`config.mk`:
```
export PLATFORM = sky130hd
export DESIGN_NAME = evg_div
export DESIGN_NICKNAME = d
export VERILOG_FILES = /design/src/rtl/core/ellipse_arc_vertex_generator_assert.svh /design/src/rtl/core/evg_pkg.sv /design/src/rtl/core/evg_div.sv
export SDC_FILE = /design/constraint.sdc
export NUM_CORES = 1
export LEC_CHECK = 0
export BUFFER_PORTS_ARGS = -buffer_cell sky130_fd_sc_hd__buf_2
export CORE_MARGIN = 2
export CORE_UTILIZATION = 35
export DETAILED_ROUTE_END_ITERATION = 8
export SYNTH_ARGS = -nofsm -noshare
export SYNTH_HDL_FRONTEND = slang
export SYNTH_SLANG_ARGS = --single-unit
export TNS_END_PERCENT = 100
```
`constraint.sdc`:
```
create_clock -name clk_i -period 3.3 [get_ports clk_i]
set_clock_uncertainty 0.05 [all_clocks]
set_input_delay 0.33 -clock clk_i [delete_from_list [all_inputs] [get_ports clk_i]]
set_output_delay 0.33 -clock clk_i [all_outputs]
set_load 0.05 [all_outputs]
```
`src/rtl/core/ellipse_arc_vertex_generator_assert.svh`:
```
`ifndef ELLIPSE_ARC_VERTEX_GENERATOR_ASSERT_SVH
`define ELLIPSE_ARC_VERTEX_GENERATOR_ASSERT_SVH

// same-cycle implication
`define EVG_ASSERT_IMP(lbl, clk, rstn, ante, cons) \
  lbl: assert property (@(posedge clk) disable iff (!rstn) (ante) |-> (cons)) \
    else $error("evg assertion failed");

// next-cycle implication
`define EVG_ASSERT_NXT(lbl, clk, rstn, ante, cons) \
  lbl: assert property (@(posedge clk) disable iff (!rstn) (ante) |=> (cons)) \
    else $error("evg assertion failed");

`endif

```
`src/rtl/core/evg_pkg.sv`:
```
package evg_pkg;

  localparam int unsigned MAX_SEGMENTS_DEF = 1000;
  localparam int unsigned CORDIC_STEPS = 30;

  localparam logic signed [20:0] TWO_PI_Q16 = 21'sd411775;
  localparam logic signed [35:0] PI_Q30 = 36'sd3373259426;
  localparam logic signed [35:0] HALF_PI_Q30 = 36'sd1686629713;
  localparam logic signed [35:0] TWO_PI_Q30 = 36'sd6746518852;
  localparam logic signed [35:0] CORDIC_GAIN = 36'sd652032874;
  localparam logic signed [36:0] ONE_Q30 = 37'sd1073741824;
  localparam logic [31:0] SEG_DIVISOR = 32'd1686630400;
  // ceil(2^49 / 411775), exact for the quotients below the segment cap
  localparam logic [31:0] SEG_RECIP = 32'd1367129995;
  localparam int unsigned SEG_RECIP_SHIFT = 49;
  localparam logic [31:0] GAIN_MAX = 32'h7FFF_FFFF;

  localparam logic [2:0] REG_MAJOR_RADIUS = 3'd0;
  localparam logic [2:0] REG_MINOR_RADIUS = 3'd1;
  localparam logic [2:0] REG_START_ANGLE = 3'd2;
  localparam logic [2:0] REG_END_ANGLE = 3'd3;
  localparam logic [2:0] REG_CENTER_X = 3'd4;
  localparam logic [2:0] REG_CENTER_Y = 3'd5;
  localparam logic [2:0] REG_AXIS_COS = 3'd6;
  localparam logic [2:0] REG_AXIS_SIN = 3'd7;

  localparam logic ACT_START = 1'b0;

  typedef struct packed {
    logic        action;
    logic [31:0] pixel_scale;
  } evg_in_t;

  typedef struct packed {
    logic signed [31:0] vertex_x;
    logic signed [31:0] vertex_y;
    logic               last_vertex;
    logic               no_arc_error;
  } evg_out_t;

  typedef enum logic [4:0] {
    S_IDLE, S_WRAP, S_PIX, S_SWEEP, S_SEGDIV, S_DOUBLE, S_THDIV, S_THCOS,
    S_TANDIV, S_RATDIV, S_STCOS, S_LX, S_LY, S_YR, S_XC, S_YS, S_XS, S_YC,
    S_OUT, S_T1, S_T2, S_R1, S_R2
  } evg_state_e;

  typedef enum logic [1:0] {MP_IDLE, MP_LO, MP_HI, MP_DONE} evg_mul_phase_e;

  typedef enum logic [1:0] {C_IDLE, C_RED, C_ITER, C_FIN} evg_cordic_state_e;

  function automatic logic signed [47:0] sat48(input logic signed [63:0] v);
    logic signed [63:0] hi;
    logic signed [63:0] lo;
    hi = (64'sd1 <<< 47) - 64'sd1;
    lo = -(64'sd1 <<< 47);
    if (v > hi) return hi[47:0];
    if (v < lo) return lo[47:0];
    return v[47:0];
  endfunction

  function automatic logic signed [31:0] sat32(input logic signed [63:0] v);
    logic signed [63:0] hi;
    logic signed [63:0] lo;
    hi = 64'sd2147483647;
    lo = -64'sd2147483648;
    if (v > hi) return hi[31:0];
    if (v < lo) return lo[31:0];
    return v[31:0];
  endfunction

  function automatic logic [29:0] atan_q30(input logic [4:0] i);
    case (i)
      5'd0: return 30'd843314857;
      5'd1: return 30'd497837829;
      5'd2: return 30'd263043837;
      5'd3: return 30'd133525159;
      5'd4: return 30'd67021687;
      5'd5: return 30'd33543516;
      5'd6: return 30'd16775851;
      5'd7: return 30'd8388437;
      5'd8: return 30'd4194283;
      5'd9: return 30'd2097149;
      default: return 30'd1 << (5'd30 - i);
    endcase
  endfunction

endpackage

```
`src/rtl/core/evg_div.sv`:
```
module evg_div (
  input  logic        clk_i,
  input  logic        rst_ni,
  input  logic        start_i,
  input  logic [63:0] dvd_i,
  input  logic [31:0] dvs_i,
  output logic        done_o,
  output logic [63:0] quo_o
);
  import evg_pkg::*;

  logic        busy_q;
  logic        done_q;
  logic [5:0]  cnt_q;
  logic [63:0] dvd_q;
  logic [31:0] dvs_q;
  logic [32:0] rem_q;
  logic [32:0] rem_sh;
  logic        ge;

  assign rem_sh = {rem_q[31:0], dvd_q[63]};
  assign ge = rem_sh >= {1'b0, dvs_q};

  always_ff @(posedge clk_i or negedge rst_ni) begin
    if (!rst_ni) begin
      busy_q <= 1'b0;
      done_q <= 1'b0;
      cnt_q  <= '0;
    end else begin
      done_q <= 1'b0;
      if (busy_q) begin
        cnt_q <= cnt_q + 6'd1;
        if (cnt_q == 6'd63) begin
          busy_q <= 1'b0;
          done_q <= 1'b1;
        end
      end else if (start_i) begin
        busy_q <= 1'b1;
        cnt_q  <= '0;
      end
    end
  end

  always_ff @(posedge clk_i) begin
    if (busy_q) begin
      rem_q <= ge ? rem_sh - {1'b0, dvs_q} : rem_sh;
      dvd_q <= {dvd_q[62:0], ge};
    end else if (start_i) begin
      rem_q <= '0;
      dvd_q <= dvd_i;
      dvs_q <= dvs_i;
    end
  end

  assign done_o = done_q;
  assign quo_o  = dvd_q;

endmodule

```
# ---- After elaboration in Yosys (flattened, before gate mapping)
# Index checks and enable logic that the tools add are counted.
dict set report word_totals {
  inputBits 99
  out_inout_bits 65
  ff_bits 136
  wordCells 25
}
dict set report classes {
  order_cmp 1
  bitwise_logic 1
  muxes 12
  n_addsub 2
  n_reduce_logical 2
  eq_ne 1
}
# op n
set op_table {}
lappend op_table {{64-bit 2-to-1 mux} 2}
lappend op_table {{32-bit 2-to-1 mux} 3}
lappend op_table {{33-bit by 32-bit >= comparator with 1-bit output} 1}
lappend op_table {{32-bit subtractor} 1}
lappend op_table {{6-bit 2-to-1 mux} 2}
lappend op_table {{6-bit by 1-bit adder with 6-bit output (second input constant)} 1}
lappend op_table {{6-bit equality test (second input constant)} 1}
lappend op_table {{1-bit 2-to-1 mux} 5}
lappend op_table {{2-bit AND reduction} 1}
lappend op_table {{2-bit nonzero test} 1}
lappend op_table {{1-bit inverter} 1}

# ---- Longest topological paths before layout
dict set report logic_depth {
  ltp_word 3
  ltp_mapped 14
}

# ---- Least setup slack after synthesis
# No wires, ideal clock.
dict set report synth_path {
  kind {reg2reg}
  from {reg dvd_q[63] (netlist: quo_o[63])}
  to {reg rem_q[30] (data pin)}
  t_required_ns 2.980
  stages_incl_launch_ff 13
  t_arrival_ns 2.816
  period_less_slack_ns 3.136
  setup_time_ns 0.270
  n_path_buf 0
  slack_ns 0.164
  path_cell_list {edfxtp_1 > inv_1 > ha_1 > fa_1 > nand2b_1 > a211oi_1 > o31ai_1 > a21oi_1 > nor2_1 > o31a_1 > o32ai_1 > or3_1 > a21oi_1}
}
dict set report synth_between {
  elab_chain_len 3
}
# item line
set synth_rtl {}
lappend synth_rtl {{start, declared} evg_div.sv:15} ;# logic [63:0] dvd_q;
lappend synth_rtl {{start signal, assigned} evg_div.sv:47} ;# dvd_q <= {dvd_q[62:0], ge};
lappend synth_rtl {{start signal, assigned} evg_div.sv:50} ;# dvd_q <= dvd_i;
lappend synth_rtl {{32-bit subtractor / 33-bit by 32-bit >= comparator with 1-bit output (equally long branches)} {evg_div.sv:46, evg_div.sv:22}}
lappend synth_rtl {{32-bit 2-to-1 mux *} evg_div.sv:46} ;# rem_q <= ge ? rem_sh - {1'b0, dvs_q} : rem_sh;
lappend synth_rtl {{32-bit 2-to-1 mux *} evg_div.sv:45} ;# if (busy_q) begin
lappend synth_rtl {{end signal, assigned} evg_div.sv:46}
lappend synth_rtl {{end, declared} evg_div.sv:17} ;# logic [32:0] rem_q;
# Every way passes the cells marked *; elsewhere a longest branch is shown, timed or not.
# A chain may end at the register's enable or synchronous reset.

# ---- Final worst setup path
dict set report layout_path {
  from {reg rem_q[3]}
  to {reg rem_q[28] (data pin)}
}
dict set report layout_between {
  elab_chain_len 3
}
# item line
set layout_rtl {}
lappend layout_rtl {{32-bit subtractor / 33-bit by 32-bit >= comparator with 1-bit output (equally long branches)} {evg_div.sv:46, evg_div.sv:22}}
lappend layout_rtl {{32-bit 2-to-1 mux *} evg_div.sv:46}
lappend layout_rtl {{32-bit 2-to-1 mux *} evg_div.sv:45}
# Marks and branches as above.

==> qor.txt <==
Status: finished, final reports clean
Final antenna-violating net count: 0
R2R Path Start: rem_q[3]$_SDFFCE_PN0P_
Worst setup path start: rem_q[3]$_SDFFCE_PN0P_
Total track usage: 15.7%
Fillers: 2001
Post-synth ARST share: 5.88%
Synthesized instance count: 603
Area contributors post-synth: edfxtp_1, mux2_2, ha_1
Initial DRC count: 259
Crit Path Class: flop to flop
Drt pass-1 iters: 4
Cell breakdown of the critical path: ha_4, a21o_1, a211o_1, o2111ai_1, and2_4, o31a_4, nand4_2, a311oi_4, buf_6, mux2_1, and2_1
Critical Path Sink: rem_q[28]$_SDFFCE_PN0P_
Syn Nets: 736
Final slew viol count: 0
Required @ worst endpoint: 3430 ps
Min Hold Slack: 25.6 ps
Worst hold path class: primary input to flop
Die Y-Extent: 149 um
Slew headroom: 51.9%
Mux share of post-synthesis cell area: 13.8%
LEAKAGE: 3.95 nW
Post-synth top area share: 52.3%
Vias per std cell: 4.94
Htree depth: 4
IO Port Bufs: 163
RSZ-0062 raised after global routing: false
# diodes: 0
Worst-skew pair later-pin latency: 430 ps
TritonCTS Sinks: 136
CTS Root Cell: clkbuf_16
Worst flop-to-flop path endpoint: rem_q[28]$_SDFFCE_PN0P_
Clock buffer depth: 2
Final setup violation count: 0
Num rows: 53
DRC Markers: 0
CP Max Fanout: 5
Initial antenna violation count: 4
TritonCTS Buffers: 17
Sequential area share after synthesis: 55.0%
MaxCap Viol Count: 0
Top-count cell post-synth: edfxtp_1
Util after Layout: 44.4%
Setup WS pre-CTS: 63.5 ps
Mapped Avg Cell Area: 12.2 sq um
Critical Path End Type: flop
Number of I/O pins: 164
Top cells by count, synth: edfxtp_1, mux2_2, nor2_1
EDFF count, synth: 128
Adder-cell share of the synthesized area: 5.89%
Global-route wire length before repair: 27000 um
Reg2Reg Depth: 11
Met2 Resource Use GR: 24.8%
GP Congestion: 0.782
Floorplan core area: 20800 sq um
CP arrival: 3230 ps
Gr busiest metal: met2
Initial Util: 35.3%
Max incr delay on CP: 440 ps
Least-Margin Pin Slew: 722 ps
Critical path buffer and inverter count: 1
Setup TNS: 0 ps
Maximum VDD drop: 716 uV
Synth Register Bits: 136
Combinational family with the most area after synthesis: multiplexers
DR vias: 5302
FMAX: 322 MHz
Compound-cell area share of the yosys netlist: 9.22%
HPWL Detailed: 11700 um
Grt ovf: 0
Synth Warn #: 0
Min Tclk post-route: 3100 ps
Crit path depth: 11
Routed WL: 17000 um
Reg-to-reg slack, setup: 200 ps
M3 GR Usage: 6.91%
Pin count of the biggest net entering global routing: 53
Synth Flop Type: edfxtp_1
Layout cells sized above 1: 36.7%
Tot Pwr: 10.7 mW
Cell class contributing the biggest share of worst-path delay: compound AO/OA/AOI/OAI gates
Final Hold Vio Count: 0
Dominant cell type by area after synthesis: edfxtp_1
CTS tree: yes
Met1 usage: 19.2%
Final worst-path cycle share: 94.0%
Final WS setup: 199 ps
Layout overhead on the synthesized area: 25.9%
Full die area: 22200 sq um
Die Wd: 149 um
Post-synthesis cell type count: 55
Slowest CP cell: edfxtp_1
Area fraction in and, or, nand and nor cells after synthesis: 9.55%
Clock slew at reported path FFs: 70 ps
PwrDens: 1150 nW/um^2
Final net count: 918
CP Launch Type: flop
Vias in the first global route: 5372
WL/cell: 15.9 um
Post-Synth XOR/XNOR Area: 2.98%
Post-synthesis cell area: 7350 sq um
==> routing by layer <==
metal / part of all wire, % / routed length, um / vias up
met5: 0.21 / 35 / -
met4: 1.0 / 178 / 6
met3: 8.1 / 1380 / 17
met2: 46 / 7760 / 161
met1: 45 / 7690 / 2525
li1: - / - / 2593
==> worst register-to-register path: cells and delay by family, from the launching register on <==
family	cells	cell delay, ps
fa+ha+maj	1	260
flops	1	440
buf+inv	1	180
compound gates	5	1150
mux	1	320
simple gates	3	450
==> report_power, final <==
part	internal [mW]	switching [mW]
combinational	2.06	3.41
clock	1.07	0.848
sequential	2.88	0.403
==> flip-flops by register name (all words and copies together) (netlist names) <==
name    count
quo_o      64
dvs_q      32
rem_q      32
cnt_q       6
busy_q      1
done_o      1
==> through the flow <==
step | instance area (sq um) | std cells
final | 9250 | 1073
after CTS | 9150 | 1068
after detailed placement | 8550 | 1035
after global placement | 8550 | 1035
after global routing | 9250 | 1073
after floorplan | 7350 | 603
==> repair_timing <==
item	in CTS	in global routing
resized for setup	0	7
endpoints found under the hold margin	8	0
setup endpoints to repair	0	32
hold buffers	1	0
buffers inserted	0	3
==> cell usage in the layout (no fill, tap or decap), types with 6 or more instances in the layout <==
cell         n
nor3_1       6
nand3_1     10
buf_4       16
a21o_1       8
inv_1       40
edfxtp_1   128
nand4_1      9
nand2b_1    10
nand2_1     31
buf_2      163
dfrtp_1      7
clkbuf_16   19
o31ai_1      6
a21oi_1     35
o21ai_0     19
mux2i_1     28
mux2_2      64
ha_1        32
nor2_1      57
xnor2_1     16
xor2_1       9
==> final cells by class <==
| class | count | area [sq um] | area share, % |
|---|---|---|---|
| sequential | 136 | 4050 | 43.7 |
| timing repair buffer | 185 | 1050 | 11.3 |
| clock buffer | 18 | 429 | 4.64 |
| clock inverter | 14 | 158 | 1.70 |
| multi-input combinational | 403 | 3070 | 33.2 |
| tap | 275 | 344 | 3.72 |
| inverter | 42 | 159 | 1.72 |
==> cells by family after synthesis <==
group | Yosys count
simple gates | 147
flops | 136
compound gates | 104
mux | 93
buf+inv | 64
fa+ha+maj | 34
xor+xnor | 25
==> worst min-delay path by stage <==
stage | from | end | slack (ps) | cells past startpoint
2_1_floorplan | rst_ni | busy_q$_DFF_PN0_ | -20 | 0
6_report | dvs_i[3] | dvs_q[3]$_DFFE_PP_ | 30 | 1
3_3_place_gp | rst_ni | cnt_q[0]$_DFFE_PN0P_ | 140 | 1
5_1_grt | dvs_i[26] | dvs_q[26]$_DFFE_PP_ | 6 | 1
3_5_place_dp | rst_ni | cnt_q[0]$_DFFE_PN0P_ | 140 | 1
4_1_cts | dvs_i[26] | dvs_q[26]$_DFFE_PP_ | 7 | 1
(Power assumes the default switching activity.)
