File: src/rtl/core/ellipse_arc_vertex_generator_assert.svh
`ifndef ELLIPSE_ARC_VERTEX_GENERATOR_ASSERT_SVH
`define ELLIPSE_ARC_VERTEX_GENERATOR_ASSERT_SVH

// same-cycle implication
`define EVG_ASSERT_IMP(lbl, clk, rstn, ante, cons) \
  lbl: assert property (@(posedge clk) disable iff (!rstn) (ante) |-> (cons)) \
    else $error("evg assertion failed");

// next-cycle implication
`define EVG_ASSERT_NXT(lbl, clk, rstn, ante, cons) \
  lbl: assert property (@(posedge clk) disable iff (!rstn) (ante) |=> (cons)) \
    else $error("evg assertion failed");

`endif

File: src/rtl/core/evg_pkg.sv
package evg_pkg;

  localparam int unsigned MAX_SEGMENTS_DEF = 1000;
  localparam int unsigned CORDIC_STEPS = 30;

  localparam logic signed [20:0] TWO_PI_Q16 = 21'sd411775;
  localparam logic signed [35:0] PI_Q30 = 36'sd3373259426;
  localparam logic signed [35:0] HALF_PI_Q30 = 36'sd1686629713;
  localparam logic signed [35:0] TWO_PI_Q30 = 36'sd6746518852;
  localparam logic signed [35:0] CORDIC_GAIN = 36'sd652032874;
  localparam logic signed [36:0] ONE_Q30 = 37'sd1073741824;
  localparam logic [31:0] SEG_DIVISOR = 32'd1686630400;
  // ceil(2^49 / 411775), exact for the quotients below the segment cap
  localparam logic [31:0] SEG_RECIP = 32'd1367129995;
  localparam int unsigned SEG_RECIP_SHIFT = 49;
  localparam logic [31:0] GAIN_MAX = 32'h7FFF_FFFF;

  localparam logic [2:0] REG_MAJOR_RADIUS = 3'd0;
  localparam logic [2:0] REG_MINOR_RADIUS = 3'd1;
  localparam logic [2:0] REG_START_ANGLE = 3'd2;
  localparam logic [2:0] REG_END_ANGLE = 3'd3;
  localparam logic [2:0] REG_CENTER_X = 3'd4;
  localparam logic [2:0] REG_CENTER_Y = 3'd5;
  localparam logic [2:0] REG_AXIS_COS = 3'd6;
  localparam logic [2:0] REG_AXIS_SIN = 3'd7;

  localparam logic ACT_START = 1'b0;

  typedef struct packed {
    logic        action;
    logic [31:0] pixel_scale;
  } evg_in_t;

  typedef struct packed {
    logic signed [31:0] vertex_x;
    logic signed [31:0] vertex_y;
    logic               last_vertex;
    logic               no_arc_error;
  } evg_out_t;

  typedef enum logic [4:0] {
    S_IDLE, S_WRAP, S_PIX, S_SWEEP, S_SEGDIV, S_DOUBLE, S_THDIV, S_THCOS,
    S_TANDIV, S_RATDIV, S_STCOS, S_LX, S_LY, S_YR, S_XC, S_YS, S_XS, S_YC,
    S_OUT, S_T1, S_T2, S_R1, S_R2
  } evg_state_e;

  typedef enum logic [1:0] {MP_IDLE, MP_LO, MP_HI, MP_DONE} evg_mul_phase_e;

  typedef enum logic [1:0] {C_IDLE, C_RED, C_ITER, C_FIN} evg_cordic_state_e;

  function automatic logic signed [47:0] sat48(input logic signed [63:0] v);
    logic signed [63:0] hi;
    logic signed [63:0] lo;
    hi = (64'sd1 <<< 47) - 64'sd1;
    lo = -(64'sd1 <<< 47);
    if (v > hi) return hi[47:0];
    if (v < lo) return lo[47:0];
    return v[47:0];
  endfunction

  function automatic logic signed [31:0] sat32(input logic signed [63:0] v);
    logic signed [63:0] hi;
    logic signed [63:0] lo;
    hi = 64'sd2147483647;
    lo = -64'sd2147483648;
    if (v > hi) return hi[31:0];
    if (v < lo) return lo[31:0];
    return v[31:0];
  endfunction

  function automatic logic [29:0] atan_q30(input logic [4:0] i);
    case (i)
      5'd0: return 30'd843314857;
      5'd1: return 30'd497837829;
      5'd2: return 30'd263043837;
      5'd3: return 30'd133525159;
      5'd4: return 30'd67021687;
      5'd5: return 30'd33543516;
      5'd6: return 30'd16775851;
      5'd7: return 30'd8388437;
      5'd8: return 30'd4194283;
      5'd9: return 30'd2097149;
      default: return 30'd1 << (5'd30 - i);
    endcase
  endfunction

endpackage

File: src/rtl/core/evg_mul.sv
module evg_mul (
  input  logic                clk_i,
  input  logic                rst_ni,
  input  logic                start_i,
  input  logic signed [47:0]  a_i,
  input  logic signed [32:0]  b_i,
  output logic                done_o,
  output logic signed [80:0]  prod_o
);
  import evg_pkg::*;

  evg_mul_phase_e     phase_q;
  logic signed [47:0] a_q;
  logic signed [32:0] b_q;
  logic signed [80:0] acc_q;
  logic signed [32:0] m_a;
  logic signed [65:0] m_p;

  assign m_a = (phase_q == MP_LO) ? $signed({17'b0, a_q[15:0]})
                                  : $signed({a_q[47], a_q[47:16]});
  assign m_p = m_a * b_q;

  always_ff @(posedge clk_i or negedge rst_ni) begin
    if (!rst_ni) begin
      phase_q <= MP_IDLE;
    end else begin
      case (phase_q)
        MP_IDLE: if (start_i) phase_q <= MP_LO;
        MP_LO:   phase_q <= MP_HI;
        MP_HI:   phase_q <= MP_DONE;
        MP_DONE: phase_q <= MP_IDLE;
        default: phase_q <= MP_IDLE;
      endcase
    end
  end

  always_ff @(posedge clk_i) begin
    if (phase_q == MP_IDLE && start_i) begin
      a_q <= a_i;
      b_q <= b_i;
    end
    if (phase_q == MP_LO) acc_q <= 81'(m_p);
    if (phase_q == MP_HI) acc_q <= acc_q + $signed({m_p[64:0], 16'b0});
  end

  assign done_o = (phase_q == MP_DONE);
  assign prod_o = acc_q;

endmodule

File: config.mk
export PLATFORM = sky130hd
export DESIGN_NAME = evg_mul
export DESIGN_NICKNAME = d
export VERILOG_FILES = /design/src/rtl/core/ellipse_arc_vertex_generator_assert.svh /design/src/rtl/core/evg_pkg.sv /design/src/rtl/core/evg_mul.sv
export SDC_FILE = /design/constraint.sdc
export NUM_CORES = 2
export LEC_CHECK = 0
export BUFFER_PORTS_ARGS = -buffer_cell sky130_fd_sc_hd__buf_2
export CORE_MARGIN = 10
export CORE_UTILIZATION = 57
export DETAILED_ROUTE_END_ITERATION = 10
export GPL_ROUTABILITY_DRIVEN = 0
export GPL_TIMING_DRIVEN = 0
export PLACE_DENSITY = 0.78
export SYNTH_ARGS = -nofsm -noshare
export SYNTH_HDL_FRONTEND = slang
export SYNTH_SLANG_ARGS = --single-unit
export TNS_END_PERCENT = 100
File: constraint.sdc
create_clock -name clk_i -period 14.25 [get_ports clk_i]
set_input_delay 2.1375 -clock clk_i [delete_from_list [all_inputs] [get_ports clk_i]]
set_output_delay 2.1375 -clock clk_i [all_outputs]
set_load 0.02 [all_outputs]
Yosys cells after proc, flatten, opt, wreduce, memory -nomap -nowiden
Index checks and enable logic that the tools add are counted.
{ "word_totals": {"reg_bits": 164, "inputBits": 84, "output_inout_bits": 82, "word_cells": 18} }
{ "classes": {"n_addsub": 1, "mul": 1, "eq_ne": 4, "mux": 5, "reduce_logical": 3} }
{ "ops": {"columns": ["op", "n"], "rows": [
  ["2-to-1 mux 81 bit", 2],
  ["adder 81 bit", 1],
  ["multiplier 33 x 33 -> 66 bit", 1],
  ["2-to-1 mux 33 bit", 1],
  ["case mux 2 bit (4 select lines)", 1],
  ["== test 2 bit (second input constant)", 2],
  ["== test 2 x 1 -> 1 bit (second input constant)", 1],
  ["logical NOT 2 bit", 1],
  ["2-to-1 mux 2 bit", 1],
  ["!= test 2 bit (second input constant)", 1],
  ["nonzero test 2 bit", 1],
  ["logical AND 1 bit", 1]
]} }

Depth between registers and ports, before layout
{ "logic_depth": {"depth_word": 5, "ltp_mapped": 45, "depth_no_buf": 40} }

Least setup slack after synthesis
No wires, ideal clock.
{ "synth_path": {"path_type": "reg-to-reg", "startpoint": "register phase_q[1]", "endpoint": "register acc_q[80], in the netlist prod_o[80], data pin", "setup_ns": 0.254, "arrival_ns": 10.508, "required_time_ns": 13.996, "slack_ns": 3.488, "stages_incl_launch_ff": 40, "n_path_buf": 4, "period_less_slack_ns": 10.762, "path_cell_list": "dfrtp_1 -> inv_1 -> ha_1 -> clkbuf_1 -> clkbuf_1 -> nor2b_1 -> clkbuf_1 -> and2_1 -> fa_1 -> inv_1 -> fa_1 -> inv_1 -> fa_1 -> inv_1 -> fa_1 -> inv_1 -> fa_1 -> fa_1 -> [... 4 more ...] -> ha_1 -> a21o_1 -> a211oi_1 -> o31ai_1 -> a31oi_1 -> o211ai_1 -> a221oi_2 -> a2111oi_4 -> or2_4 -> xor2_2 -> ha_1 -> clkbuf_1 -> nand2_1 -> or3_1 -> or4_1 -> o21ba_1 -> xnor3_1 -> a21o_1"} }
{ "synth_between": {"elab_chain_cells": 5, "word_cells_on_any_way": 7, "classes_between": "1 x add/sub; 1 x mul; 2 x eq/ne; 3 x mux"} }
{ "synth_rtl": {"columns": ["item", "line", "text"], "rows": [
  ["from (decl)", "evg_mul.sv:12", "evg_mul_phase_e phase_q;"],
  ["from (signal assigned)", "evg_mul.sv:25", "phase_q <= MP_IDLE;"],
  ["from (signal assigned)", "evg_mul.sv:28", "MP_IDLE: if (start_i) phase_q <= MP_LO;"],
  ["from (signal assigned)", "evg_mul.sv:29", "MP_LO: phase_q <= MP_HI;"],
  ["== test 2 x 1 -> 1 bit", "evg_mul.sv:19", "assign m_a = (phase_q == MP_LO) ? $signed({17'b0, a_q[15:0]})"],
  ["2-to-1 mux 33 bit", "evg_mul.sv:19", null],
  ["multiplier 33 x 33 -> 66 bit", "evg_mul.sv:21", "assign m_p = m_a * b_q;"],
  ["adder 81 bit / 2-to-1 mux 81 bit (equally long branches)", "evg_mul.sv:43, evg_mul.sv:42", null],
  ["2-to-1 mux 81 bit (*)", "evg_mul.sv:43", "if (phase_q == MP_HI) acc_q <= acc_q + $signed({m_p[64:0], 16'b0});"],
  ["to (signal assigned)", "evg_mul.sv:42", "if (phase_q == MP_LO) acc_q <= 81'(m_p);"],
  ["to (signal assigned)", "evg_mul.sv:43", null],
  ["to (decl)", "evg_mul.sv:15", "logic signed [80:0] acc_q;"]
]} }
Mark *: on every way between the ends. The rest lies on a longest branch, timed or not. The select of a mux whose other input is x is not followed.
A chain may end at the register's enable or synchronous reset.

Worst setup path in the final report
{ "layout_path": {"startpoint": "register phase_q[1]", "endpoint": "register acc_q[77], in the netlist prod_o[77], data pin"} }
Same word-level chain as after synthesis.

==> summary.txt <==
Synth
  – Largest cells by area after synthesis: fa_1 47%, edfxtp_1 10%, inv_1 8.7%
  – Syn Nets: 6552
  – Synth warn: 0
  – Mapped Avg Cell Area: 9.56 um2
  – Seq cells post-synth: 164
  – Synth cell count leaders: 1123 x fa_1, 1123 x inv_1, 643 x nand2_1
  – Top FF cell, synth: edfxtp_1
  – Unique cell type count in the Yosys netlist: roughly 90
  – Post-synth ARST share: 1.22%
  – Area leader, netlist: fa_1
  – Synth top area share: between 40% and 50%
  – Mapped Cells: 5056
  – Synthesized area: 0.0483 mm2
  – EDFF count, synth: 162
  – Register area share after synthesis: 10.2%

CTS
  – CTS Buffer Depth: 2
  – CTS tree: built
  – Depth of the CTS H-tree: 4
  – # Post-CTS Setup Buffers: 0
  – Worst-path clk slew: 80 ps
  – Num CTS Buffers: 17
  – CTS Root Cell: clkbuf_16
  – CTS Sinks: 164
  – Clk_lat worst skew: 550 ps

Global routing
  – First-pass GRT wire length: ~240000 um
  – Initial antenna violation count: 15
  – Number of global-route vias before repair: 39900
  – Pin count of the biggest net entering global routing: 67
  – Global route overflow: 0
  – GR Util All Layers: 33.0%

Detailed routing
  – Wire per inst: approximately 25 um
  – Via count: around 38000
  – Vias/cell: about 6
  – First-iteration detailed-routing DRC count: around 4200
  – Final wirelength: 157000 um
  – 1st-pass router iterations: 8
  – Antenna viol nets, final: 0
  – DRC Markers: 0

Timing
  – Final hold violations: 0
  – Fin. max-slew vios: 0
  – Worst Tran Pin Value: 1410 ps
  – Setup TNS: 0 ps
  – Setup-failing EPs final: 0
  – Clk_skew: between 40 and 50 ps
  – Tcrit/Tclk final: 94.7%
  – Highest clock rate: 0.0741 GHz
  – RSZ-0062 raised after global routing: false
  – Minimum clock period: 13500 ps
  – Worst rel slew slack: 5.73%

Die
  – I/O pins: 166
  – DIE WIDTH: 311 um
  – Die area: 0.0968 mm2
  – Initial Util: 57.7%
  – Core Area: around 0.084 mm2
  – Die height: slightly above 300 um
  – Row cnt: 106

Critical path
  – Worst path arrival time: 13800 ps
  – Startpoint types: register
  – Critical path class: reg2reg
  – Critical path's largest stage delay: around 800 ps
  – R2R Path Start: phase_q[1]$_DFFE_PN0P_
  – R2R depth: 35
  – Worst R2R Setup Slack: 750 ps
  – Slowest CP cell: nor2b_1
  – Worst-path maximum fanout: 21
  – Worst setup EP type: register
  – Most frequent CP cell: fa_1
  – FF-to-FF End: prod_o[77]$_DFFE_PP_
  – WP data required: 14550 ps

Layout
  – Share of layout cells above drive strength 1: under 10%
  – Area grow syn2layout: 5.97%
  – # nets final: 6737

Worst hold path
  – Hold-critical path depth: 1
  – Min-Delay Path Class: reg2reg
  – Worst hold start: phase_q[1]$_DFFE_PN0P_
  – Hold worst-path end: phase_q[1]$_DFFE_PN0P_

Placed design
  – Dpl hpwl: around 130000 um
  – IO buf count: 165

Status
  – Status: complete, no violations

Run
  – Number of max-cap violations: 0
[critical path, delay by kind of cell (launching register included)]
family                   cells  cell delay (ps)
XOR/XNOR                     2              580
buffers and inverters        8             2040
flip-flops                   1              390
adder cells (fa/ha/maj)     11             5620
AO/OA/AOI/OAI                4             1320
AND/OR/NAND/NOR             10             3260
[through the flow]
step | util (%) | instances | instance area (um2) | hold slack, ps | setup slack, ps
3_3_place_gp | 60.3 | 6355 | 50600 | 556 | 338
2_1_floorplan | - | 5056 | 48300 | 533 | 3490
5_1_grt | 61.1 | 6390 | 51200 | 610 | 403
6_report | 61.1 | 6396 | 51200 | 591 | 750
3_5_place_dp | 60.4 | 6356 | 50600 | 577 | 685
4_1_cts | 61.1 | 6387 | 51200 | 592 | 584
[metal layers]
metal / wire (um) / GRT usage [%] / vias to the layer above / share of wire [%]
li1: - / - / 15600 / -
met1: 54000 / 40.2 / 19000 / 34
met2: 68100 / 49.2 / 2661 / 43
met3: 20600 / 10.6 / 759 / 13
met4: 14500 / 23.8 / 2 / 9.2
met5: 10 / 0 / - / 0.0064
[cells by family after synthesis]
logic type	share of synthesized area, %
XOR/XNOR	2.35
multiplexers	1.23
AND/OR/NAND/NOR	15.0
flip-flops	10.2
buffers and inverters	10.7
adder cells (fa/ha/maj)	54.0
AO/OA/AOI/OAI	6.60
[cell usage in the layout, fill, tap and decap left out, drive strengths merged, types with 5 or more instances in the layout]
cell type | Yosys | routed
a21o | 97 | 97
and4 | 13 | 13
or3 | 8 | 8
diode | 0 | 9
o21bai | 21 | 21
a31oi | 16 | 16
nand2b | 21 | 21
a211oi | 18 | 18
nand3 | 25 | 25
mux2 | 51 | 51
nand4 | 28 | 28
o31ai | 10 | 10
xor2 | 45 | 45
edfxtp | 162 | 162
buf | 7 | 173
o21ai | 82 | 82
nor2 | 107 | 107
nand2 | 643 | 643
a21oi | 152 | 152
and3 | 17 | 17
xnor2 | 81 | 81
o211ai | 11 | 11
ha | 289 | 289
a21boi | 5 | 5
fa | 1123 | 1123
o21a | 10 | 10
clkbuf | 245 | 263
a211o | 5 | 5
nor3 | 19 | 19
a41oi | 5 | 5
nor2b | 31 | 31
and2 | 522 | 522
inv | 1123 | 1130
[worst max path at each step]
| stage | from | end | slack, ps | cells past startpoint |
|---|---|---|---|---|
| floorplan | phase_q[1]$_DFFE_PN0P_ | prod_o[80]$_DFFE_PP_ | 3490 | 39 |
| global placement | phase_q[1]$_DFFE_PN0P_ | prod_o[77]$_DFFE_PP_ | 340 | 36 |
| detailed placement | phase_q[1]$_DFFE_PN0P_ | prod_o[79]$_DFFE_PP_ | 680 | 44 |
| CTS | phase_q[1]$_DFFE_PN0P_ | prod_o[77]$_DFFE_PP_ | 580 | 40 |
| global route | phase_q[1]$_DFFE_PN0P_ | prod_o[77]$_DFFE_PP_ | 400 | 40 |
| finish | phase_q[1]$_DFFE_PN0P_ | prod_o[77]$_DFFE_PP_ | 750 | 35 |
[cell type report]
class / instances / area (um2)
Tap cell: 1134 / 1420
Clock inverter: 13 / 139
Fill cell: 7012 / 32600
Inverter: 1123 / 4220
Buffer: 252 / 961
Timing Repair Buffer: 166 / 853
Clock buffer: 18 / 429
Antenna cell: 9 / 22.5
Sequential cell: 164 / 4910
Multi-Input combinational cell: 3517 / 38300
[timing repair]
item	in CTS	in global routing
endpoints found under the setup margin	0	7
hold buffers	0	0
gates resized for setup	0	5
[registers in the layout, summed over array words and instances (netlist names)]
signal	flops
a_q	48
b_q	33
phase_q	2
prod_o	81
Power is not shown: default switching activity piles up to over one toggle a cycle in this logic, so the estimate is an artifact.
