<file path="src/rtl/core/ellipse_arc_vertex_generator_assert.svh">
`ifndef ELLIPSE_ARC_VERTEX_GENERATOR_ASSERT_SVH
`define ELLIPSE_ARC_VERTEX_GENERATOR_ASSERT_SVH

// same-cycle implication
`define EVG_ASSERT_IMP(lbl, clk, rstn, ante, cons) \
  lbl: assert property (@(posedge clk) disable iff (!rstn) (ante) |-> (cons)) \
    else $error("evg assertion failed");

// next-cycle implication
`define EVG_ASSERT_NXT(lbl, clk, rstn, ante, cons) \
  lbl: assert property (@(posedge clk) disable iff (!rstn) (ante) |=> (cons)) \
    else $error("evg assertion failed");

`endif

</file>
<file path="src/rtl/core/evg_pkg.sv">
package evg_pkg;

  localparam int unsigned MAX_SEGMENTS_DEF = 1000;
  localparam int unsigned CORDIC_STEPS = 30;

  localparam logic signed [20:0] TWO_PI_Q16 = 21'sd411775;
  localparam logic signed [35:0] PI_Q30 = 36'sd3373259426;
  localparam logic signed [35:0] HALF_PI_Q30 = 36'sd1686629713;
  localparam logic signed [35:0] TWO_PI_Q30 = 36'sd6746518852;
  localparam logic signed [35:0] CORDIC_GAIN = 36'sd652032874;
  localparam logic signed [36:0] ONE_Q30 = 37'sd1073741824;
  localparam logic [31:0] SEG_DIVISOR = 32'd1686630400;
  // ceil(2^49 / 411775), exact for the quotients below the segment cap
  localparam logic [31:0] SEG_RECIP = 32'd1367129995;
  localparam int unsigned SEG_RECIP_SHIFT = 49;
  localparam logic [31:0] GAIN_MAX = 32'h7FFF_FFFF;

  localparam logic [2:0] REG_MAJOR_RADIUS = 3'd0;
  localparam logic [2:0] REG_MINOR_RADIUS = 3'd1;
  localparam logic [2:0] REG_START_ANGLE = 3'd2;
  localparam logic [2:0] REG_END_ANGLE = 3'd3;
  localparam logic [2:0] REG_CENTER_X = 3'd4;
  localparam logic [2:0] REG_CENTER_Y = 3'd5;
  localparam logic [2:0] REG_AXIS_COS = 3'd6;
  localparam logic [2:0] REG_AXIS_SIN = 3'd7;

  localparam logic ACT_START = 1'b0;

  typedef struct packed {
    logic        action;
    logic [31:0] pixel_scale;
  } evg_in_t;

  typedef struct packed {
    logic signed [31:0] vertex_x;
    logic signed [31:0] vertex_y;
    logic               last_vertex;
    logic               no_arc_error;
  } evg_out_t;

  typedef enum logic [4:0] {
    S_IDLE, S_WRAP, S_PIX, S_SWEEP, S_SEGDIV, S_DOUBLE, S_THDIV, S_THCOS,
    S_TANDIV, S_RATDIV, S_STCOS, S_LX, S_LY, S_YR, S_XC, S_YS, S_XS, S_YC,
    S_OUT, S_T1, S_T2, S_R1, S_R2
  } evg_state_e;

  typedef enum logic [1:0] {MP_IDLE, MP_LO, MP_HI, MP_DONE} evg_mul_phase_e;

  typedef enum logic [1:0] {C_IDLE, C_RED, C_ITER, C_FIN} evg_cordic_state_e;

  function automatic logic signed [47:0] sat48(input logic signed [63:0] v);
    logic signed [63:0] hi;
    logic signed [63:0] lo;
    hi = (64'sd1 <<< 47) - 64'sd1;
    lo = -(64'sd1 <<< 47);
    if (v > hi) return hi[47:0];
    if (v < lo) return lo[47:0];
    return v[47:0];
  endfunction

  function automatic logic signed [31:0] sat32(input logic signed [63:0] v);
    logic signed [63:0] hi;
    logic signed [63:0] lo;
    hi = 64'sd2147483647;
    lo = -64'sd2147483648;
    if (v > hi) return hi[31:0];
    if (v < lo) return lo[31:0];
    return v[31:0];
  endfunction

  function automatic logic [29:0] atan_q30(input logic [4:0] i);
    case (i)
      5'd0: return 30'd843314857;
      5'd1: return 30'd497837829;
      5'd2: return 30'd263043837;
      5'd3: return 30'd133525159;
      5'd4: return 30'd67021687;
      5'd5: return 30'd33543516;
      5'd6: return 30'd16775851;
      5'd7: return 30'd8388437;
      5'd8: return 30'd4194283;
      5'd9: return 30'd2097149;
      default: return 30'd1 << (5'd30 - i);
    endcase
  endfunction

endpackage

</file>
<file path="src/rtl/core/evg_cordic.sv">
module evg_cordic (
  input  logic               clk_i,
  input  logic               rst_ni,
  input  logic               start_i,
  input  logic signed [35:0] ang_i,
  output logic               done_o,
  output logic signed [35:0] cos_o,
  output logic signed [35:0] sin_o
);
  import evg_pkg::*;

  evg_cordic_state_e  st_q;
  logic               done_q;
  logic               flip_q;
  logic [4:0]         i_q;
  logic signed [35:0] x_q, y_q, z_q, c_q, s_q;
  logic signed [35:0] sx, sy, at;

  assign sx = x_q >>> i_q;
  assign sy = y_q >>> i_q;
  assign at = $signed({6'b0, atan_q30(i_q)});

  always_ff @(posedge clk_i or negedge rst_ni) begin
    if (!rst_ni) begin
      st_q   <= C_IDLE;
      done_q <= 1'b0;
    end else begin
      done_q <= 1'b0;
      case (st_q)
        C_IDLE: if (start_i) st_q <= C_RED;
        C_RED: begin
          if (!(z_q > PI_Q30) && !(z_q <= -PI_Q30)) st_q <= C_ITER;
        end
        C_ITER: if (i_q == 5'(CORDIC_STEPS - 1)) st_q <= C_FIN;
        C_FIN: begin
          st_q   <= C_IDLE;
          done_q <= 1'b1;
        end
        default: st_q <= C_IDLE;
      endcase
    end
  end

  always_ff @(posedge clk_i) begin
    case (st_q)
      C_IDLE: begin
        if (start_i) begin
          z_q    <= ang_i;
          x_q    <= CORDIC_GAIN;
          y_q    <= '0;
          i_q    <= '0;
          flip_q <= 1'b0;
        end
      end
      C_RED: begin
        if (z_q > PI_Q30) begin
          z_q <= z_q - TWO_PI_Q30;
        end else if (z_q <= -PI_Q30) begin
          z_q <= z_q + TWO_PI_Q30;
        end else if (z_q > HALF_PI_Q30) begin
          z_q    <= z_q - PI_Q30;
          flip_q <= 1'b1;
        end else if (z_q < -HALF_PI_Q30) begin
          z_q    <= z_q + PI_Q30;
          flip_q <= 1'b1;
        end
      end
      C_ITER: begin
        if (z_q >= 0) begin
          x_q <= x_q - sy;
          y_q <= y_q + sx;
          z_q <= z_q - at;
        end else begin
          x_q <= x_q + sy;
          y_q <= y_q - sx;
          z_q <= z_q + at;
        end
        i_q <= i_q + 5'd1;
      end
      C_FIN: begin
        c_q <= flip_q ? -x_q : x_q;
        s_q <= flip_q ? -y_q : y_q;
      end
      default: ;
    endcase
  end

  assign done_o = done_q;
  assign cos_o  = c_q;
  assign sin_o  = s_q;

endmodule

</file>
<file path="config.mk">
export PLATFORM = sky130hd
export DESIGN_NAME = evg_cordic
export DESIGN_NICKNAME = d
export VERILOG_FILES = /design/src/rtl/core/ellipse_arc_vertex_generator_assert.svh /design/src/rtl/core/evg_pkg.sv /design/src/rtl/core/evg_cordic.sv
export SDC_FILE = /design/constraint.sdc
export NUM_CORES = 1
export LEC_CHECK = 0
export ABC_AREA = 1
export BUFFER_PORTS_ARGS = -buffer_cell sky130_fd_sc_hd__buf_2
export CORE_MARGIN = 3
export CORE_UTILIZATION = 50
export DETAILED_ROUTE_END_ITERATION = 7
export PLACE_DENSITY_LB_ADDON = 0.12
export REMOVE_ABC_BUFFERS = 1
export SYNTH_ARGS = -nofsm -noshare
export SYNTH_HDL_FRONTEND = slang
export SYNTH_SLANG_ARGS = --single-unit
</file>
<file path="constraint.sdc">
create_clock -name clk_i -period 5.3 [get_ports clk_i]
set_input_delay 0.265 -clock clk_i [delete_from_list [all_inputs] [get_ports clk_i]]
set_output_delay 0.265 -clock clk_i [all_outputs]
set_load 0.03 [all_outputs]
</file>
After elaboration in Yosys (flattened, before gate mapping)
Cells that the tools add are included.

$add $sub $neg: 14. Magnitude comparators: 5. Eq/ne operators: 20. Shift-type cells: 3. Mux-type cells: 29. Reductions and logical operators: 12.

Operators by type and width (number): 2-to-1 mux 36 bit (12); one-hot mux 30 bit (10 select lines) (1); one-hot mux 36 bit (2 select lines) (2); one-hot mux 36 bit (3 select lines) (1); adder 36 bit (2); negator 36 bit (2); >>> shifter 36 x 5 -> 36 bit (2); subtractor 36 bit (2); adder 36 x 31 -> 36 bit (1); adder 36 x 33 -> 36 bit, second input constant (1); adder 36 x 34 -> 36 bit, second input constant (1); greater-or-equal comparator 36 x 1 -> 1 bit, second input constant (1); greater-than comparator 36 x 32 -> 1 bit, second input constant (1); greater-than comparator 36 x 33 -> 1 bit, second input constant (1); less-or-equal comparator 36 x 33 -> 1 bit, second input constant (1); less-than comparator 36 x 32 -> 1 bit, second input constant (1); subtractor 36 x 31 -> 36 bit (1); subtractor 36 x 33 -> 36 bit, second input constant (1); subtractor 36 x 34 -> 36 bit, second input constant (1); left shift 1 x 5 -> 30 bit, first input constant (1); equality test 5 x 3 -> 1 bit, second input constant (4); equality test 5 x 2 -> 1 bit, second input constant (2); equality test 5 x 4 -> 1 bit, second input constant (2); inequality test 2 bit, second input constant (5); other kinds (23) (34).

Flip-flop bits (word level): 189. Input port bits: 39. Word-level logic and storage cells: 92.

Depth between registers and ports, before layout
Word-level depth: 6. Mapped depth: 36.

Worst setup path after synthesis
Ideal clock, no wire load.

Path type: reg-to-reg. Start point: register st_q[0]. End point: register i_q[0], enable pin. Library setup time: 513 ps. Arrival time: 4247 ps. Setup slack: 540 ps. Stages on the path, launching flop included: 6. Cell sequence: dfrtp_1 inv_1 ha_1 clkbuf_1 nor2_1 nor2_1.

Longest elaborated chain between the ends: 3. Elaborated cells on any way between the ends: 5. Those cells by class: 2 x eq/ne; 3 x reduce/logical.

Ends and longest elaborated chain: from (decl) (line evg_cordic.sv:12) `evg_cordic_state_e st_q;`; from (signal assigned) (line evg_cordic.sv:25) `st_q <= C_IDLE;`; from (signal assigned) (line evg_cordic.sv:30) `C_IDLE: if (start_i) st_q <= C_RED;`; from (signal assigned) (line evg_cordic.sv:32) `if (!(z_q > PI_Q30) && !(z_q <= -PI_Q30)) st_q <= C_ITER;`; equality test 2 bit or zero test 2 bit (tied branches) (line evg_cordic.sv:45) `case (st_q)`; nonzero test 2 bit (no line) or inequality test 2 bit (tied branches); AND reduction 2 bit (no line) (*); to (signal assigned) (line evg_cordic.sv:78) `i_q <= i_q + 5'd1;`; to (decl) (line evg_cordic.sv:15) `logic [4:0] i_q;`.

Every way passes the cells marked *; elsewhere a longest branch is shown, timed or not. A chain may end at the register's enable or synchronous reset.

Worst setup path in the final report
Start point: register i_q[0]. End point: register x_q[29] (data pin).

Longest elaborated chain between the ends: 4. Elaborated cells on any way between the ends: 5. Those cells by class: 2 x add/sub; 1 x shift; 2 x mux.

Ends and longest elaborated chain: >>> shifter 36 x 5 -> 36 bit (*) (line evg_cordic.sv:20) `assign sy = y_q >>> i_q;`; adder 36 bit or subtractor 36 bit (tied branches) (line evg_cordic.sv:74, evg_cordic.sv:70); 2-to-1 mux 36 bit (*) (line evg_cordic.sv:69) `if (z_q >= 0) begin`; one-hot mux 36 bit (2 select lines) (*) (line evg_cordic.sv:45); to (signal assigned) (line evg_cordic.sv:70) `x_q <= x_q - sy;`; to (signal assigned) (line evg_cordic.sv:74) `x_q <= x_q + sy;`; to (decl) (line evg_cordic.sv:16) `logic signed [35:0] x_q, y_q, z_q, c_q, s_q;`.

Marked as above.

==> impl_metrics.json <==
{
  "status": "finished clean",
  "worstReg2RegStart": "i_q[0]$_SDFFCE_PN0P_",
  "grt_max_degree": 91,
  "gp_congestion": 1.021,
  "wire_per_inst_um": 20.50,
  "num-fill-cells": 5877,
  "post_drt_via_cell_ratio": 5.855,
  "antenna_found_initial": 0,
  "report.final.slew_viol_count": 0,
  "crit_fanout": 35,
  "dp_hpwl_um": 89180,
  "cts_root_buf": "clkbuf_16",
  "syn_area_sq_um": 27940,
  "cts_tree": "yes",
  "worstSetupPathType": "flop to flop",
  "die_area_sq_um": 58750,
  "dieWidth_um": 242.4,
  "die_y_um": 242.4,
  "cts.path.max_buffers": 2,
  "clk_pin_slew_ps": 90,
  "cts_sinks": 189,
  "start_kind": "flop",
  "drv_cap": 0,
  "fin_crit_sh_pct": 94.39,
  "drive_gt1_share_pct": 8.001,
  "fin_crit_ps": 5002,
  "syn-instance-count": 4712,
  "row_count": 86,
  "maxSlewHeadroom_pct": 22.78,
  "placed_cell_area_sq_um": 29390,
  "clock_latency_ps": 510,
  "hold_viol": 0,
  "remaining_drc_errors": 0,
  "dp_cells": 5488,
  "hp-class": "primary input to flop",
  "synthArstFlopShare_pct": 1.587,
  "fmax_mhz": 199.9,
  "min_from": "ang_i[11]",
  "fin_nets": 4942,
  "syn_area_per_cell_sq_um": 5.929,
  "io_buffers": 111,
  "diodes": 0,
  "cp_slowest_cell": "edfxtp_1",
  "finalSetupViolCount": 0,
  "overflow": 0,
  "cts_made_buffers": 17,
  "finalSetupTns_ps": 0,
  "wl_um": 113500,
  "skew_ps": 24.43,
  "instances_no_fill": 5535,
  "crit_path_frequent_cell": "nand2_1",
  "grt_pass1_vias": 30040,
  "postRouteAntennaNets": 0,
  "synth_edf_count": 186,
  "final_area_sq_um": 30290,
  "arrival_ps": 5260,
  "crit_path_start": "i_q[0]$_SDFFCE_PN0P_",
  "synth.distinct_cells": 59,
  "htreeDepth": 4,
  "vias": 32410,
  "syn_to_final_growth_pct": 8.424,
  "grt_pass1_wl_um": 171800,
  "ys_seq_elements": 189,
  "start_util_pct": 50.61,
  "first_pass_iters": 8,
  "cp.required_ps": 5550,
  "final_util_pct": 54.87,
  "coreArea_sq_um": 55200,
  "tightest_slew_ps": 1158,
  "yosysWarningCount": 0,
  "critPathCaptureType": "flop",
  "grt_usage_pct": 37.51,
  "synth_top_flop_cell": "edfxtp_1",
  "ys_seq_area_share_pct": 20.26,
  "drt_iter0_drc": 3447,
  "cp_slowest_stage_delay_ps": 480,
  "io_pins": 112
}
## cell usage after synthesis (9+ instances only)
| master | instances | area share [%] |
|---|---|---|
| o21a_1 | 16 | 0.43 |
| buf_4 | 14 | 0.38 |
| nor2_1 | 511 | 6.9 |
| buf_2 | 80 | 1.4 |
| buf_6 | 11 | 0.44 |
| o31ai_1 | 9 | 0.24 |
| buf_1 | 30 | 0.40 |
| a31oi_1 | 26 | 0.58 |
| edfxtp_1 | 186 | 20 |
| a21oi_1 | 340 | 6.1 |
| inv_2 | 18 | 0.24 |
| xnor2_1 | 64 | 2.0 |
| a21o_1 | 17 | 0.46 |
| o21ai_0 | 233 | 4.2 |
| nand2_1 | 1428 | 19 |
| clkinv_1 | 12 | 0.16 |
| nor3_1 | 76 | 1.4 |
| or2_2 | 20 | 0.45 |
| inv_1 | 409 | 5.5 |
| nand2_2 | 18 | 0.40 |
| o211ai_1 | 10 | 0.27 |
| clkbuf_1 | 38 | 0.51 |
| o21bai_1 | 13 | 0.35 |
| nand3_1 | 621 | 11 |
| nor2_2 | 22 | 0.49 |
| nand4_1 | 42 | 0.94 |
| xor2_1 | 184 | 5.8 |
| nor4_1 | 19 | 0.43 |
| ha_1 | 126 | 5.6 |
| o21ai_1 | 36 | 0.64 |
## layer usage
metal / global-route usage, % / routed length [um] / up-vias
met5: 0 / 0 / -
met4: 22.95 / 7750 / 0
met3: 3.818 / 6917 / 334
met2: 65.73 / 55010 / 1487
met1: 44.19 / 43820 / 14810
li1: - / - / 15770
## layout make-up
cell class / count / area, sq um / area share (%)
Sequential cell: 189 / 5660 / 18.69
Timing Repair Buffer: 218 / 1551 / 5.122
Inverter: 442 / 1665 / 5.498
Tap cell: 748 / 935.9 / 3.090
Clock inverter: 15 / 191.4 / 0.6320
Multi-Input combinational cell: 3906 / 19860 / 65.57
Clock buffer: 17 / 425.4 / 1.404
## registers in the layout, indices dropped and copies added, names as in the netlist
register  flops
cos_o        36
sin_o        36
x_q          36
y_q          36
z_q          36
i_q           5
st_q          2
done_o        1
flip_q        1
## kinds of logic (layout without fill, tap and decap cells)
family	after synthesis	count (layout)	synth area share, %
adders and majority gates	129	129	5.858
AOI/OAI and AO/OA	737	737	14.33
buffers and inverters	617	692	9.163
DFF	189	189	20.26
xor gates and xnor gates	248	248	7.775
and+or+nand+nor	2792	2792	42.61
## placed cells by master, fill, tap and decap left out, types with 16 or more instances in the layout
master / instances
o21a_1: 16
inv_1: 407
nand2_1: 1425
nor2_1: 502
a21oi_1: 337
inv_2: 19
or2_2: 20
nor3_1: 74
buf_4: 84
o21ai_0: 225
nand4_1: 42
clkbuf_16: 17
a31oi_1: 24
nor2_2: 26
buf_2: 111
ha_1: 120
edfxtp_1: 186
xnor2_1: 64
nand2_2: 21
nor4_1: 18
nand3_1: 621
xor2_1: 184
o21ai_1: 44
a21o_1: 17
## final timing paths
kind / slack [ps] / to / cells past startpoint
setup / recovery: 300 / x_q[29]$_SDFFCE_PN1P_ / 30
hold / removal: 40 / z_q[11]$_DFFE_PP_ / 3
setup reg to reg: 300 / x_q[29]$_SDFFCE_PN1P_ / 30
hold reg to reg: 570 / cos_o[0]$_DFFE_PP_ / 0
max in group asynchronous: 5090 / st_q[1]$_DFFE_PN0P_ / 2
min in group asynchronous: 90 / done_o$_DFF_PN0_ / 2
## repair_timing
item / 4_1_cts / 5_1_grt
hold endpoints to repair: 10 / 0
hold buffers: 8 / 0
gates resized for setup: 0 / 45
endpoints found under the setup margin: 0 / 33
setup buffers: 0 / 7
## worst max-delay path: cells and delay by family, from the launching register on
family / cells / cell delay (ps)
compound gates: 4 / 760
flops: 1 / 480
fa+ha+maj: 2 / 580
simple gates: 15 / 1900
xor+xnor: 2 / 310
buf+inv: 7 / 680
## through the flow
stage	worst slack, ps	hold WS [ps]
finish	297.6	36.12
global route	-18.75	33.08
CTS	248.4	4.066
detailed placement	289.6	71.53
global placement	286.0	71.23
floorplan	-977.5	-30.59
Power is not shown: default switching activity piles up to over one toggle a cycle in this logic, so the estimate is an artifact.
